**config.mk**
```make
export PLATFORM = sky130hd
export DESIGN_NAME = module_frame_receiver_core
export DESIGN_NICKNAME = d
export VERILOG_FILES = /design/src/sv/frx_pkg.sv /design/src/sv/module_frame_receiver_core.sv /design/src/sv/frx_in_stage.sv /design/src/sv/frx_fsm.sv /design/src/sv/frx_out_stage.sv
export SDC_FILE = /design/constraint.sdc
export NUM_CORES = 1
export LEC_CHECK = 0
export ABC_CLOCK_PERIOD_IN_PS = 6600
export BUFFER_PORTS_ARGS = -buffer_cell sky130_fd_sc_hd__buf_2
export CAP_MARGIN = 40
export CORE_UTILIZATION = 58
export DETAILED_ROUTE_END_ITERATION = 10
export PLACE_DENSITY = 0.77
export SYNTH_ARGS = -nofsm -noshare
export SYNTH_HDL_FRONTEND = slang
export SYNTH_SLANG_ARGS = --single-unit
```
**constraint.sdc**
```tcl
create_clock -name aclk -period 6.6 [get_ports aclk]
set_input_delay 0.66 -clock aclk [delete_from_list [all_inputs] [get_ports aclk]]
set_output_delay 0.66 -clock aclk [all_outputs]
set_load 0.1 [all_outputs]
```
**src/sv/frx_pkg.sv**
```systemverilog
`default_nettype none

package frx_pkg;

    // header markers and register reset value
    localparam logic [7:0]  MARK_FIRST        = 8'h55;
    localparam logic [7:0]  MARK_SECOND       = 8'hAA;
    localparam logic [15:0] FLUSH_TICKS_RESET = 16'd100;

    // header is six bytes; index of the last one
    localparam int          HDR_BYTES = 6;
    localparam logic [2:0]  HDR_LAST  = 3'd5;

    // input command codes
    localparam logic [1:0] CMD_BYTE = 2'd0;
    localparam logic [1:0] CMD_TICK = 2'd1;
    localparam logic [1:0] CMD_ARM  = 2'd2;

    // result kind codes
    localparam logic [2:0] KIND_ACK     = 3'd0;
    localparam logic [2:0] KIND_BYTE    = 3'd1;
    localparam logic [2:0] KIND_END     = 3'd2;
    localparam logic [2:0] KIND_BAD     = 3'd3;
    localparam logic [2:0] KIND_FLUSHED = 3'd4;

    // receiver mode, one-hot
    typedef enum logic [4:0] {
        MODE_IDLE    = 5'b00001,
        MODE_HEADER  = 5'b00010,
        MODE_PAYLOAD = 5'b00100,
        MODE_TAIL    = 5'b01000,
        MODE_FLUSH   = 5'b10000
    } mode_t;

    // one input word
    typedef struct packed {
        logic [1:0] command;
        logic [7:0] rx_byte;
    } item_t;

    // one result word
    typedef struct packed {
        logic [2:0]  kind;
        logic [15:0] frame_type;
        logic [15:0] frame_length;
        logic [7:0]  payload_byte;
        logic        last;
        logic        ack_seen;
    } res_t;

endpackage

`default_nettype wire

```
**src/sv/module_frame_receiver_core.sv**
```systemverilog
// Path: an input word passes the input register, then the result register,
// before its result word is on the master side. Throughput: one input word
// per cycle unless the result side stalls; the state update is a single pass.
// Reset: synchronous, active low; receiver goes idle, ack flag clears and
// flush_ticks returns to 100. Header bytes are not cleared.
`default_nettype none

module module_frame_receiver_core
    import frx_pkg::*;
(
    input  wire logic        aclk,
    input  wire logic        aresetn,
    input  wire logic        cfg_wr_en,
    input  wire logic [15:0] cfg_wr_data,   // flush_ticks
    input  wire logic        s_tvalid,
    output logic             s_tready,
    input  wire logic [7:0]  s_tdata,       // [7:0] rx_byte
    input  wire logic [1:0]  s_tuser,       // [1:0] command
    output logic             m_tvalid,
    input  wire logic        m_tready,
    output logic [47:0]      m_tdata,       // [15:0] frame_type, [31:16] frame_length,
                                            // [39:32] payload_byte, [40] ack_seen
    output logic [2:0]       m_tuser,       // [2:0] kind
    output logic             m_tlast
);

    logic  item_valid;
    logic  item_take;
    item_t item;
    logic  out_ready;
    logic  res_valid;
    res_t  res;

    frx_in_stage u_in (
        .aclk       (aclk),
        .aresetn    (aresetn),
        .s_tvalid   (s_tvalid),
        .s_tready   (s_tready),
        .s_tdata    (s_tdata),
        .s_tuser    (s_tuser),
        .item_take  (item_take),
        .item_valid (item_valid),
        .item       (item)
    );

    frx_fsm u_fsm (
        .aclk        (aclk),
        .aresetn     (aresetn),
        .cfg_wr_en   (cfg_wr_en),
        .cfg_wr_data (cfg_wr_data),
        .item_valid  (item_valid),
        .item        (item),
        .out_ready   (out_ready),
        .item_take   (item_take),
        .res_valid   (res_valid),
        .res         (res)
    );

    frx_out_stage u_out (
        .aclk      (aclk),
        .aresetn   (aresetn),
        .res_valid (res_valid),
        .res       (res),
        .out_ready (out_ready),
        .m_tvalid  (m_tvalid),
        .m_tready  (m_tready),
        .m_tdata   (m_tdata),
        .m_tuser   (m_tuser),
        .m_tlast   (m_tlast)
    );

endmodule

`default_nettype wire

```
**src/sv/frx_in_stage.sv**
```systemverilog
`default_nettype none

module frx_in_stage
    import frx_pkg::*;
(
    input  wire logic       aclk,
    input  wire logic       aresetn,
    input  wire logic       s_tvalid,
    output logic            s_tready,
    input  wire logic [7:0] s_tdata,   // [7:0] rx_byte
    input  wire logic [1:0] s_tuser,   // [1:0] command
    input  wire logic       item_take,
    output logic            item_valid,
    output item_t           item
);

    logic  valid_reg;
    logic  valid_next;
    item_t item_reg;

    // register is free when empty or being consumed this cycle
    assign s_tready   = !valid_reg || item_take;
    assign valid_next = s_tvalid ? 1'b1 : (valid_reg && !item_take);

    always_ff @(posedge aclk) begin
        if (!aresetn) begin
            valid_reg <= 1'b0;
        end else if (s_tready) begin
            valid_reg <= valid_next;
        end
    end

    // payload, no reset
    always_ff @(posedge aclk) begin
        if (s_tvalid && s_tready) begin
            item_reg.command <= s_tuser;
            item_reg.rx_byte <= s_tdata;
        end
    end

    assign item_valid = valid_reg;
    assign item       = item_reg;

endmodule

`default_nettype wire

```
**src/sv/frx_fsm.sv**
```systemverilog
`default_nettype none

module frx_fsm
    import frx_pkg::*;
(
    input  wire logic        aclk,
    input  wire logic        aresetn,
    input  wire logic        cfg_wr_en,
    input  wire logic [15:0] cfg_wr_data,
    input  wire logic        item_valid,
    input  wire item_t       item,
    input  wire logic        out_ready,
    output logic             item_take,
    output logic             res_valid,
    output res_t             res
);

    mode_t       mode_reg, mode_next;
    logic [2:0]  hdr_count_reg, hdr_count_next;
    logic [15:0] bytes_left_reg, bytes_left_next;
    logic [15:0] flush_count_reg, flush_count_next;
    logic        ack_flag_reg, ack_flag_next;
    logic [15:0] flush_ticks_reg;
    logic [7:0]  hdr_reg [HDR_BYTES];
    logic        hdr_wr;
    logic        fire;
    logic        emit;
    logic [2:0]  kind;
    logic [7:0]  pay_byte;
    logic        is_last;
    logic [15:0] flush_inc;
    logic        hdr_done;
    logic [15:0] cur_type;
    logic [15:0] cur_length;

    // one word processed per cycle when the result side can take it
    assign fire      = item_valid && out_ready;
    assign item_take = fire;

    assign flush_inc = flush_count_reg + 16'd1;
    assign hdr_done  = (hdr_count_reg == HDR_LAST);
    assign is_last   = (bytes_left_reg <= 16'd1);

    // header fields; on the final header byte the length high byte is the input
    always_comb begin
        cur_type   = {hdr_reg[3], hdr_reg[2]};
        cur_length = {hdr_reg[5], hdr_reg[4]};
        if (mode_reg == MODE_HEADER && hdr_done) begin
            cur_length = {item.rx_byte, hdr_reg[4]};
        end
    end

    // next state and result decision
    always_comb begin
        mode_next        = mode_reg;
        hdr_count_next   = hdr_count_reg;
        bytes_left_next  = bytes_left_reg;
        flush_count_next = flush_count_reg;
        ack_flag_next    = ack_flag_reg;
        hdr_wr           = 1'b0;
        emit             = 1'b0;
        kind             = KIND_ACK;
        pay_byte         = 8'd0;
        case (item.command)
            CMD_ARM: begin
                ack_flag_next  = 1'b0;
                mode_next      = MODE_HEADER;
                hdr_count_next = 3'd0;
            end
            CMD_TICK: begin
                if (mode_reg == MODE_FLUSH) begin
                    flush_count_next = flush_inc;
                    if (flush_inc >= flush_ticks_reg) begin
                        mode_next = MODE_IDLE;
                        emit      = 1'b1;
                        kind      = KIND_FLUSHED;
                    end
                end
            end
            CMD_BYTE: begin
                case (mode_reg)
                    MODE_HEADER: begin
                        hdr_wr = 1'b1;
                        if (!hdr_done) begin
                            hdr_count_next = hdr_count_reg + 3'd1;
                        end else begin
                            hdr_count_next = 3'd0;
                            if (hdr_reg[0] != MARK_FIRST || hdr_reg[1] != MARK_SECOND) begin
                                mode_next        = MODE_FLUSH;
                                flush_count_next = 16'd0;
                                emit             = 1'b1;
                                kind             = KIND_BAD;
                            end else if (cur_type == 16'd0) begin
                                ack_flag_next = 1'b1;
                                mode_next     = MODE_IDLE;
                                emit          = 1'b1;
                                kind          = KIND_ACK;
                            end else begin
                                bytes_left_next = cur_length;
                                mode_next = (cur_length == 16'd0) ? MODE_TAIL : MODE_PAYLOAD;
                            end
                        end
                    end
                    MODE_PAYLOAD: begin
                        emit     = 1'b1;
                        kind     = KIND_BYTE;
                        pay_byte = item.rx_byte;
                        if (is_last) begin
                            bytes_left_next = 16'd0;
                            mode_next       = MODE_TAIL;
                        end else begin
                            bytes_left_next = bytes_left_reg - 16'd1;
                        end
                    end
                    MODE_TAIL: begin
                        mode_next = MODE_IDLE;
                        emit      = 1'b1;
                        kind      = KIND_END;
                    end
                    default: begin
                    end
                endcase
            end
            default: begin
            end
        endcase
    end

    // control state
    always_ff @(posedge aclk) begin
        if (!aresetn) begin
            mode_reg        <= MODE_IDLE;
            hdr_count_reg   <= 3'd0;
            bytes_left_reg  <= 16'd0;
            flush_count_reg <= 16'd0;
            ack_flag_reg    <= 1'b0;
        end else if (fire) begin
            mode_reg        <= mode_next;
            hdr_count_reg   <= hdr_count_next;
            bytes_left_reg  <= bytes_left_next;
            flush_count_reg <= flush_count_next;
            ack_flag_reg    <= ack_flag_next;
        end
    end

    // flush length register
    always_ff @(posedge aclk) begin
        if (!aresetn) begin
            flush_ticks_reg <= FLUSH_TICKS_RESET;
        end else if (cfg_wr_en) begin
            flush_ticks_reg <= cfg_wr_data;
        end
    end

    // header byte store, undefined until written
    always_ff @(posedge aclk) begin
        if (fire && hdr_wr) begin
            hdr_reg[hdr_count_reg] <= item.rx_byte;
        end
    end

    assign res_valid        = fire && emit;
    assign res.kind         = kind;
    assign res.frame_type   = cur_type;
    assign res.frame_length = cur_length;
    assign res.payload_byte = pay_byte;
    assign res.last         = (kind == KIND_BYTE) && is_last;
    assign res.ack_seen     = ack_flag_next;

endmodule

`default_nettype wire

```
**src/sv/frx_out_stage.sv**
```systemverilog
`default_nettype none

module frx_out_stage
    import frx_pkg::*;
(
    input  wire logic        aclk,
    input  wire logic        aresetn,
    input  wire logic        res_valid,
    input  wire res_t        res,
    output logic             out_ready,
    output logic             m_tvalid,
    input  wire logic        m_tready,
    output logic [47:0]      m_tdata,   // [15:0] frame_type, [31:16] frame_length,
                                        // [39:32] payload_byte, [40] ack_seen
    output logic [2:0]       m_tuser,   // [2:0] kind
    output logic             m_tlast
);

    logic valid_reg;
    res_t res_reg;

    // result register can load when empty or drained this cycle
    assign out_ready = !valid_reg || m_tready;

    always_ff @(posedge aclk) begin
        if (!aresetn) begin
            valid_reg <= 1'b0;
        end else if (out_ready) begin
            valid_reg <= res_valid;
        end
    end

    always_ff @(posedge aclk) begin
        if (out_ready && res_valid) begin
            res_reg <= res;
        end
    end

    assign m_tvalid = valid_reg;
    assign m_tdata  = {7'd0, res_reg.ack_seen, res_reg.payload_byte,
                       res_reg.frame_length, res_reg.frame_type};
    assign m_tuser  = res_reg.kind;
    assign m_tlast  = res_reg.last;

endmodule

`default_nettype wire

```
After elaboration in Yosys (flattened, before gate mapping)
Memories as Yosys holds them, arrays and structs flattened.
Cells that the tools add are included.
{"block": "word_totals", "memories": 1, "mem_bits_rw": 48, "latchBits": 0, "ff_bits": 114, "out_inout_bits": 54, "wordCells": 116, "input_bits": 31, "mem_bits_ro": 0}
{"block": "op_classes", "n_bitwise": 0, "shift": 0, "n_eq_ne": 21, "n_reduce_logical": 27, "n_addsub": 3, "div_mod_pow": 0, "n_lt_le_gt_ge": 2, "n_mul": 0, "mux": 46}
{"memory": "u_fsm.hdr_reg", "words": 6, "word_bits": 8, "read_ports": 6, "rd_ports_with_merged_regs": 0, "wr": 1, "line_no": "frx_fsm.sv:24", "text": "logic [7:0] hdr_reg [HDR_BYTES];"}
{"op": "$mux 16", "count": 9}
{"op": "$pmux 16 s2", "count": 2}
{"op": "$logic_not 16->1", "count": 2}
{"op": "$mux 5", "count": 6}
{"op": "$pmux 5 s3", "count": 2}
{"op": "$add 16x1->16 const B", "count": 1}
{"op": "$ge 16x16->1", "count": 1}
{"op": "$le 16x1->1 const B", "count": 1}
{"op": "$sub 16x1->16 const B", "count": 1}
{"op": "$mux 3", "count": 5}
{"op": "$mux 1", "count": 14}
{"op": "$ne 2x1->1 const B", "count": 6}
{"op": "$pmux 3 s2", "count": 2}
{"op": "$reduce_and 6->1", "count": 2}
{"op": "$pmux 3 s3", "count": 1}
{"op": "$logic_and 1x1->1", "count": 8}
{"op": "$ne 8x7->1 const B", "count": 1}
{"op": "$ne 8x8->1 const B", "count": 1}
{"op": "$reduce_and 7->1", "count": 1}
{"op": "$ne 3x2->1 const B", "count": 2}
{"op": "$pmux 1 s2", "count": 3}
{"op": "$reduce_bool 2->1", "count": 3}
{"op": "$eq 5x2->1 const B", "count": 1}
{"op": "$eq 5x3->1 const B", "count": 1}
{"op": "other kinds (18)", "count": 23}

Longest topological paths before layout
{"block": "depth", "depth_word": 10, "ltp_mapped": 13, "mapped_depth_nobuf": 13}

Cells and area by module
A second synthesis with hierarchy kept.
{"block": "hier_totals", "hier_cells": 635, "hier_area_um2": 7268.2}
{"mod": "frx_fsm", "area_per_inst_um2": 5445.2, "seq_area_each_um2": 2582.5, "instances": 1, "cells_each": 562}
{"mod": "frx_out_stage", "area_per_inst_um2": 1465.2, "seq_area_each_um2": 1371.3, "instances": 1, "cells_each": 58}
{"mod": "frx_in_stage", "area_per_inst_um2": 357.8, "seq_area_each_um2": 320.3, "instances": 1, "cells_each": 15}

Worst setup path before layout
No wires, ideal clock.
{"block": "synth_timing", "kind": "reg2reg", "startpoint": "reg u_fsm.flush_count_reg[0]", "endpoint": "reg u_out.res_reg, in the netlist u_out.m_tdata[0], enable pin", "required_time_ns": 6.097, "setup_ns": 0.503, "slack_ns": 0.686, "t_arrival_ns": 5.411, "synth_period_minus_slack_ns": 5.914, "n_path_buf": 0, "path_stages_with_launch": 13, "cell_sequence": "dfxtp_1 ha_1 nand3_1 or3_1 nor2_1 xor2_1 ha_1 o21ai_0 o21a_1 o21ai_0 a21o_1 a22oi_1 nor3_1"}
{"block": "synth_via", "elab_chain_len": 7}
{"item": "from (decl)", "line_no": "frx_fsm.sv:21", "text": "logic [15:0] flush_count_reg, flush_count_next;"}
{"item": "from (signal assigned)", "line_no": "frx_fsm.sv:141", "text": "flush_count_reg <= flush_count_next;"}
{"item": "$add 16x1->16", "line_no": "frx_fsm.sv:40", "text": "assign flush_inc = flush_count_reg + 16'd1;"}
{"item": "$ge 16x16->1", "line_no": "frx_fsm.sv:73", "text": "if (flush_inc >= flush_ticks_reg) begin"}
{"item": "$mux 1", "line_no": "frx_fsm.sv:73"}
{"item": "$mux 1", "line_no": "frx_fsm.sv:71", "text": "if (mode_reg == MODE_FLUSH) begin"}
{"item": "$pmux 1 s2", "line_no": "frx_fsm.sv:64", "text": "case (item.command)"}
{"item": "$logic_and 1x1->1", "line_no": "frx_fsm.sv:162", "text": "assign res_valid = fire && emit;"}
{"item": "$logic_and 1x1->1", "line_no": "frx_out_stage.sv:34", "text": "if (out_ready && res_valid) begin"}
{"item": "to (signal assigned)", "line_no": "frx_out_stage.sv:35", "text": "res_reg <= res;"}
{"item": "to (decl)", "line_no": "frx_out_stage.sv:20", "text": "res_t res_reg;"}
No other way between the ends.
A chain may end at the register's enable or synchronous reset.

Worst setup path after layout
{"block": "layout_timing", "startpoint": "reg u_fsm.flush_count_reg[0]", "endpoint": "reg u_out.res_reg, in the netlist u_out.m_tdata[23], enable pin"}
The elaborated chain is that of the path after synthesis.

==> flow_summary.yaml <==
logic_synthesis:
  yosys_top_cell_by_area: "sky130_fd_sc_hd__edfxtp_1"
  synth_top_area_share_pct: 42.1
  number_of_distinct_library_cells_after_synthesis: 73
  synth_top_cells_by_area: "sky130_fd_sc_hd__edfxtp_1 42%, sky130_fd_sc_hd__dfxtp_1 16%, sky130_fd_sc_hd__ha_1 3.2%"
  synth-seq-area-share_pct: 58.1
  syn_area_per_cell_um2: 11.4
  synth_enable_flop_cells: 103
  ys_warn_count: 0
  syn-instance-count: 645
  dominantRegCellSynth: "sky130_fd_sc_hd__edfxtp_1"
  synth_seq_cells: 162
  synth_async_sr_flop_share_pct: 0
  synth.cell_area_mm2: 0.00735
placement:
  io_buffers: 77
  gp_congestion: 0.913
  post-dp-hpwl_mm: 10.5
  dpl-instance-area_mm2: 0.00779
cells_and_area:
  n_diodes: 0
  largest_register_ffs: 48
  final_core_utilization_pct: 69.0
  drive_gt1_share_pct: 19.9
  layout_overhead_on_the_synthesized_area_pct: 14.2
  finish.instance_area_mm2: 0.00839
  num-nets-final: 767
  fillers: 884
power_and_ir_drop:
  cellPowerDensity_mw_per_mm2: 259
  leakage_nw: 3.23
  totalPowerFinal_mw: 2.17
  vdd_drop_max_v: 0.000269
timing:
  rsz_0062_raised_after_global_routing: "false"
  hold_viol_final: 0
  final_period_minus_worst_setup_slack_ns: 3.87
  finalSetupViolations: 0
  finalClockSkew_ns: 0.00801
  worstMarginPinSlew_ns: 0.852
  finalCritPeriodShare_pct: 58.6
  fmax_mhz: 259
  finalMaxSlewViolations: 0
  setup-tns-final_ns: 0
  slew_headroom_pct: 43.1
run:
  max-cap-violations: 0
worst_setup_path:
  slowest_delay_ns: 0.50
  worst-setup-path-type: "register to register"
  worst_setup_path_end_kind: "register"
  cp_data_required_time_ns: 6.65
  cpMaxStageDelayCell: "sky130_fd_sc_hd__or3_1"
  critical_path_arrival_ns: 3.92
  crit_path_max_fanout: 43
  crit_path_start_kind: "register"
  chain_of_cells_forming_the_critical_path: "ha_1 -> nand3_1 -> or3_1 -> nor2_1 -> xor2_1 -> ha_1 -> o21ai_0 -> o21a_1 -> o21ai_0 -> a21o_1 -> a22oi_1 -> nor3_2 -> buf_4"
global_route:
  vias_in_the_first_global_route: 5039
  global_route.overflow_total: 0
  number_of_antenna_violations_at_the_first_check_in_global_routing: 0
  wire_length_of_the_first_global_routing_pass_mm: 25.1
  groute.usage.overall_pct: 25.2
  grt_max_degree: 44
detailed_routing:
  post_drt_via_cell_ratio: 5.86
  drt-total-wl_mm: 15.5
  dr_total_vias: 5258
  starting_drc_count_in_detailed_routing: 569
  drt_pass_1_iters: 5
  post_drt_wl_per_cell_um: 17.3
  drc: 0
  ant_nets: 0
clock_network:
  root_buffer: "sky130_fd_sc_hd__clkbuf_16"
  cts_max_path_buffers: 2
  ctsHtreeMaxLevel: 4
  postCtsSetupBuffers: 0
  post_cts_hold_buffer_count: 0
  tritoncts: "done"
  cts.reportedPaths.clkPinSlew_ns: 0.06
  clkSinkCount: 162
  tritoncts.num_buffers: 17
  post_cts_resized: 0
  clk-insertion-delay-late_ns: 0.42
die:
  fp.coreArea_mm2: 0.0122
  die_h_um: 115
  i_o_pins: 85
  die_x_um: 115
  die_area_mm2: 0.0131
  initial_core_utilization_pct: 60.4
  placement_rows: 40
worst_hold_path:
  timing.hold.worst.class: "input pin to register"
run_status:
  run_status: "finished, final reports clean"
-- power by group --
part / internal (mW) / switching (mW)
Sequential: 1.09 / 0.0202
Clock: 0.604 / 0.383
Combinational: 0.0237 / 0.0552
-- final timing paths --
kind / to / cells after the start / startpoint / slack, ns
max: u_out.m_tdata[23]$_DFFE_PP_ / 13 / u_fsm.flush_count_reg[0]$_SDFFE_PN0P_ / 2.73
min: u_in.item[1]$_DFFE_PP_ / 1 / s_tdata[1] / 0.41
max reg2reg: u_out.m_tdata[23]$_DFFE_PP_ / 13 / u_fsm.flush_count_reg[0]$_SDFFE_PN0P_ / 2.73
min reg2reg: u_out.m_tdata[0]$_DFFE_PP_ / 0 / u_fsm.hdr_reg[2][0]$_DFFE_PP_ / 0.45
-- through the flow --
step	hold slack, ns	setup slack (ns)	std cells
after floorplan	0.427	0.686	651
after global placement	0.433	2.98	862
after detailed placement	0.437	2.81	866
after CTS	0.400	2.78	897
after global routing	0.402	2.51	897
final	0.414	2.73	897
-- synthesized netlist by cell type (5+ instances only) --
master                     number
sky130_fd_sc_hd__dfxtp_1       59
sky130_fd_sc_hd__xor2_1         5
sky130_fd_sc_hd__nor2_1        58
sky130_fd_sc_hd__o211ai_1       6
sky130_fd_sc_hd__edfxtp_1     103
sky130_fd_sc_hd__buf_4         10
sky130_fd_sc_hd__nand3_1       13
sky130_fd_sc_hd__or3_1          5
sky130_fd_sc_hd__nor4_1        17
sky130_fd_sc_hd__a31oi_1       12
sky130_fd_sc_hd__inv_1         26
sky130_fd_sc_hd__and3_1        14
sky130_fd_sc_hd__nand4_1        9
sky130_fd_sc_hd__o31ai_1        6
sky130_fd_sc_hd__nor3_1        14
sky130_fd_sc_hd__mux2i_1       16
sky130_fd_sc_hd__ha_1          19
sky130_fd_sc_hd__mux2_4         5
sky130_fd_sc_hd__o21ai_0       31
sky130_fd_sc_hd__xnor2_1       11
sky130_fd_sc_hd__a21oi_1       30
sky130_fd_sc_hd__buf_6          7
sky130_fd_sc_hd__and2_1         5
sky130_fd_sc_hd__nand2_1       60
sky130_fd_sc_hd__clkbuf_1      14
sky130_fd_sc_hd__buf_2          7
-- layout by cell type, fill, tap and decap left out, types with 4 or more instances in the layout --
master and n:
sky130_fd_sc_hd__dfxtp_1 59, sky130_fd_sc_hd__nand3_1 13, sky130_fd_sc_hd__inv_1 26, sky130_fd_sc_hd__or2_2 4, sky130_fd_sc_hd__nand2b_1 4, sky130_fd_sc_hd__buf_4 5
sky130_fd_sc_hd__o31ai_1 6, sky130_fd_sc_hd__nor4_1 17, sky130_fd_sc_hd__or3_1 5, sky130_fd_sc_hd__nor3_1 13, sky130_fd_sc_hd__edfxtp_1 103, sky130_fd_sc_hd__nor2_1 58
sky130_fd_sc_hd__a21oi_1 30, sky130_fd_sc_hd__nand4_1 9, sky130_fd_sc_hd__o211ai_1 6, sky130_fd_sc_hd__o21ai_0 31, sky130_fd_sc_hd__xor2_1 5, sky130_fd_sc_hd__mux2_4 5
sky130_fd_sc_hd__xnor2_1 11, sky130_fd_sc_hd__and3_1 14, sky130_fd_sc_hd__and4bb_2 4, sky130_fd_sc_hd__a211oi_1 4, sky130_fd_sc_hd__clkbuf_16 17, sky130_fd_sc_hd__conb_1 7
sky130_fd_sc_hd__and2_1 5, sky130_fd_sc_hd__nand2_1 60, sky130_fd_sc_hd__ha_1 19, sky130_fd_sc_hd__buf_2 80, sky130_fd_sc_hd__o32ai_1 4, sky130_fd_sc_hd__mux2i_1 16
sky130_fd_sc_hd__a31oi_1 12
-- worst max-delay path: cells and delay by family, from the launching register on --
kind,cells,cell delay (ns)
simple gates,4,1.11
xor+xnor,1,0.22
compound gates,5,0.75
flops,1,0.44
buf+inv,1,0.50
fa+ha+maj,2,0.47
-- cells by family (layout without fill, tap and decap cells) --
family | after synthesis | in the layout | synth area share (%)
other | 1 | 7 | 0.0510
and+or+nand+nor | 223 | 223 | 16.0
muxes | 24 | 24 | 3.66
DFF | 162 | 162 | 58.1
AOI/OAI and AO/OA | 134 | 134 | 12.3
xor gates and xnor gates | 16 | 16 | 1.91
adders and majority gates | 19 | 19 | 3.23
buffers and inverters | 66 | 144 | 4.71
-- area by class of cell --
| type | instances | area [um2] | area share [%] |
|---|---|---|---|
| Sequential cell | 162 | 4270 | 50.9 |
| Tap cell | 168 | 210 | 2.50 |
| Clock buffer | 19 | 443 | 5.28 |
| Multi-Input combinational cell | 423 | 2760 | 32.9 |
| Inverter | 27 | 101 | 1.21 |
| Timing Repair Buffer | 86 | 449 | 5.35 |
| Clock inverter | 12 | 156 | 1.86 |
-- per-layer routing --
metal	GRT usage (%)	share of wire, %
met1	32.0	43
met2	42.6	49
met3	5.45	5.8
met4	8.83	1.7
met5	0	0
Power figures use the tool's default switching activity.
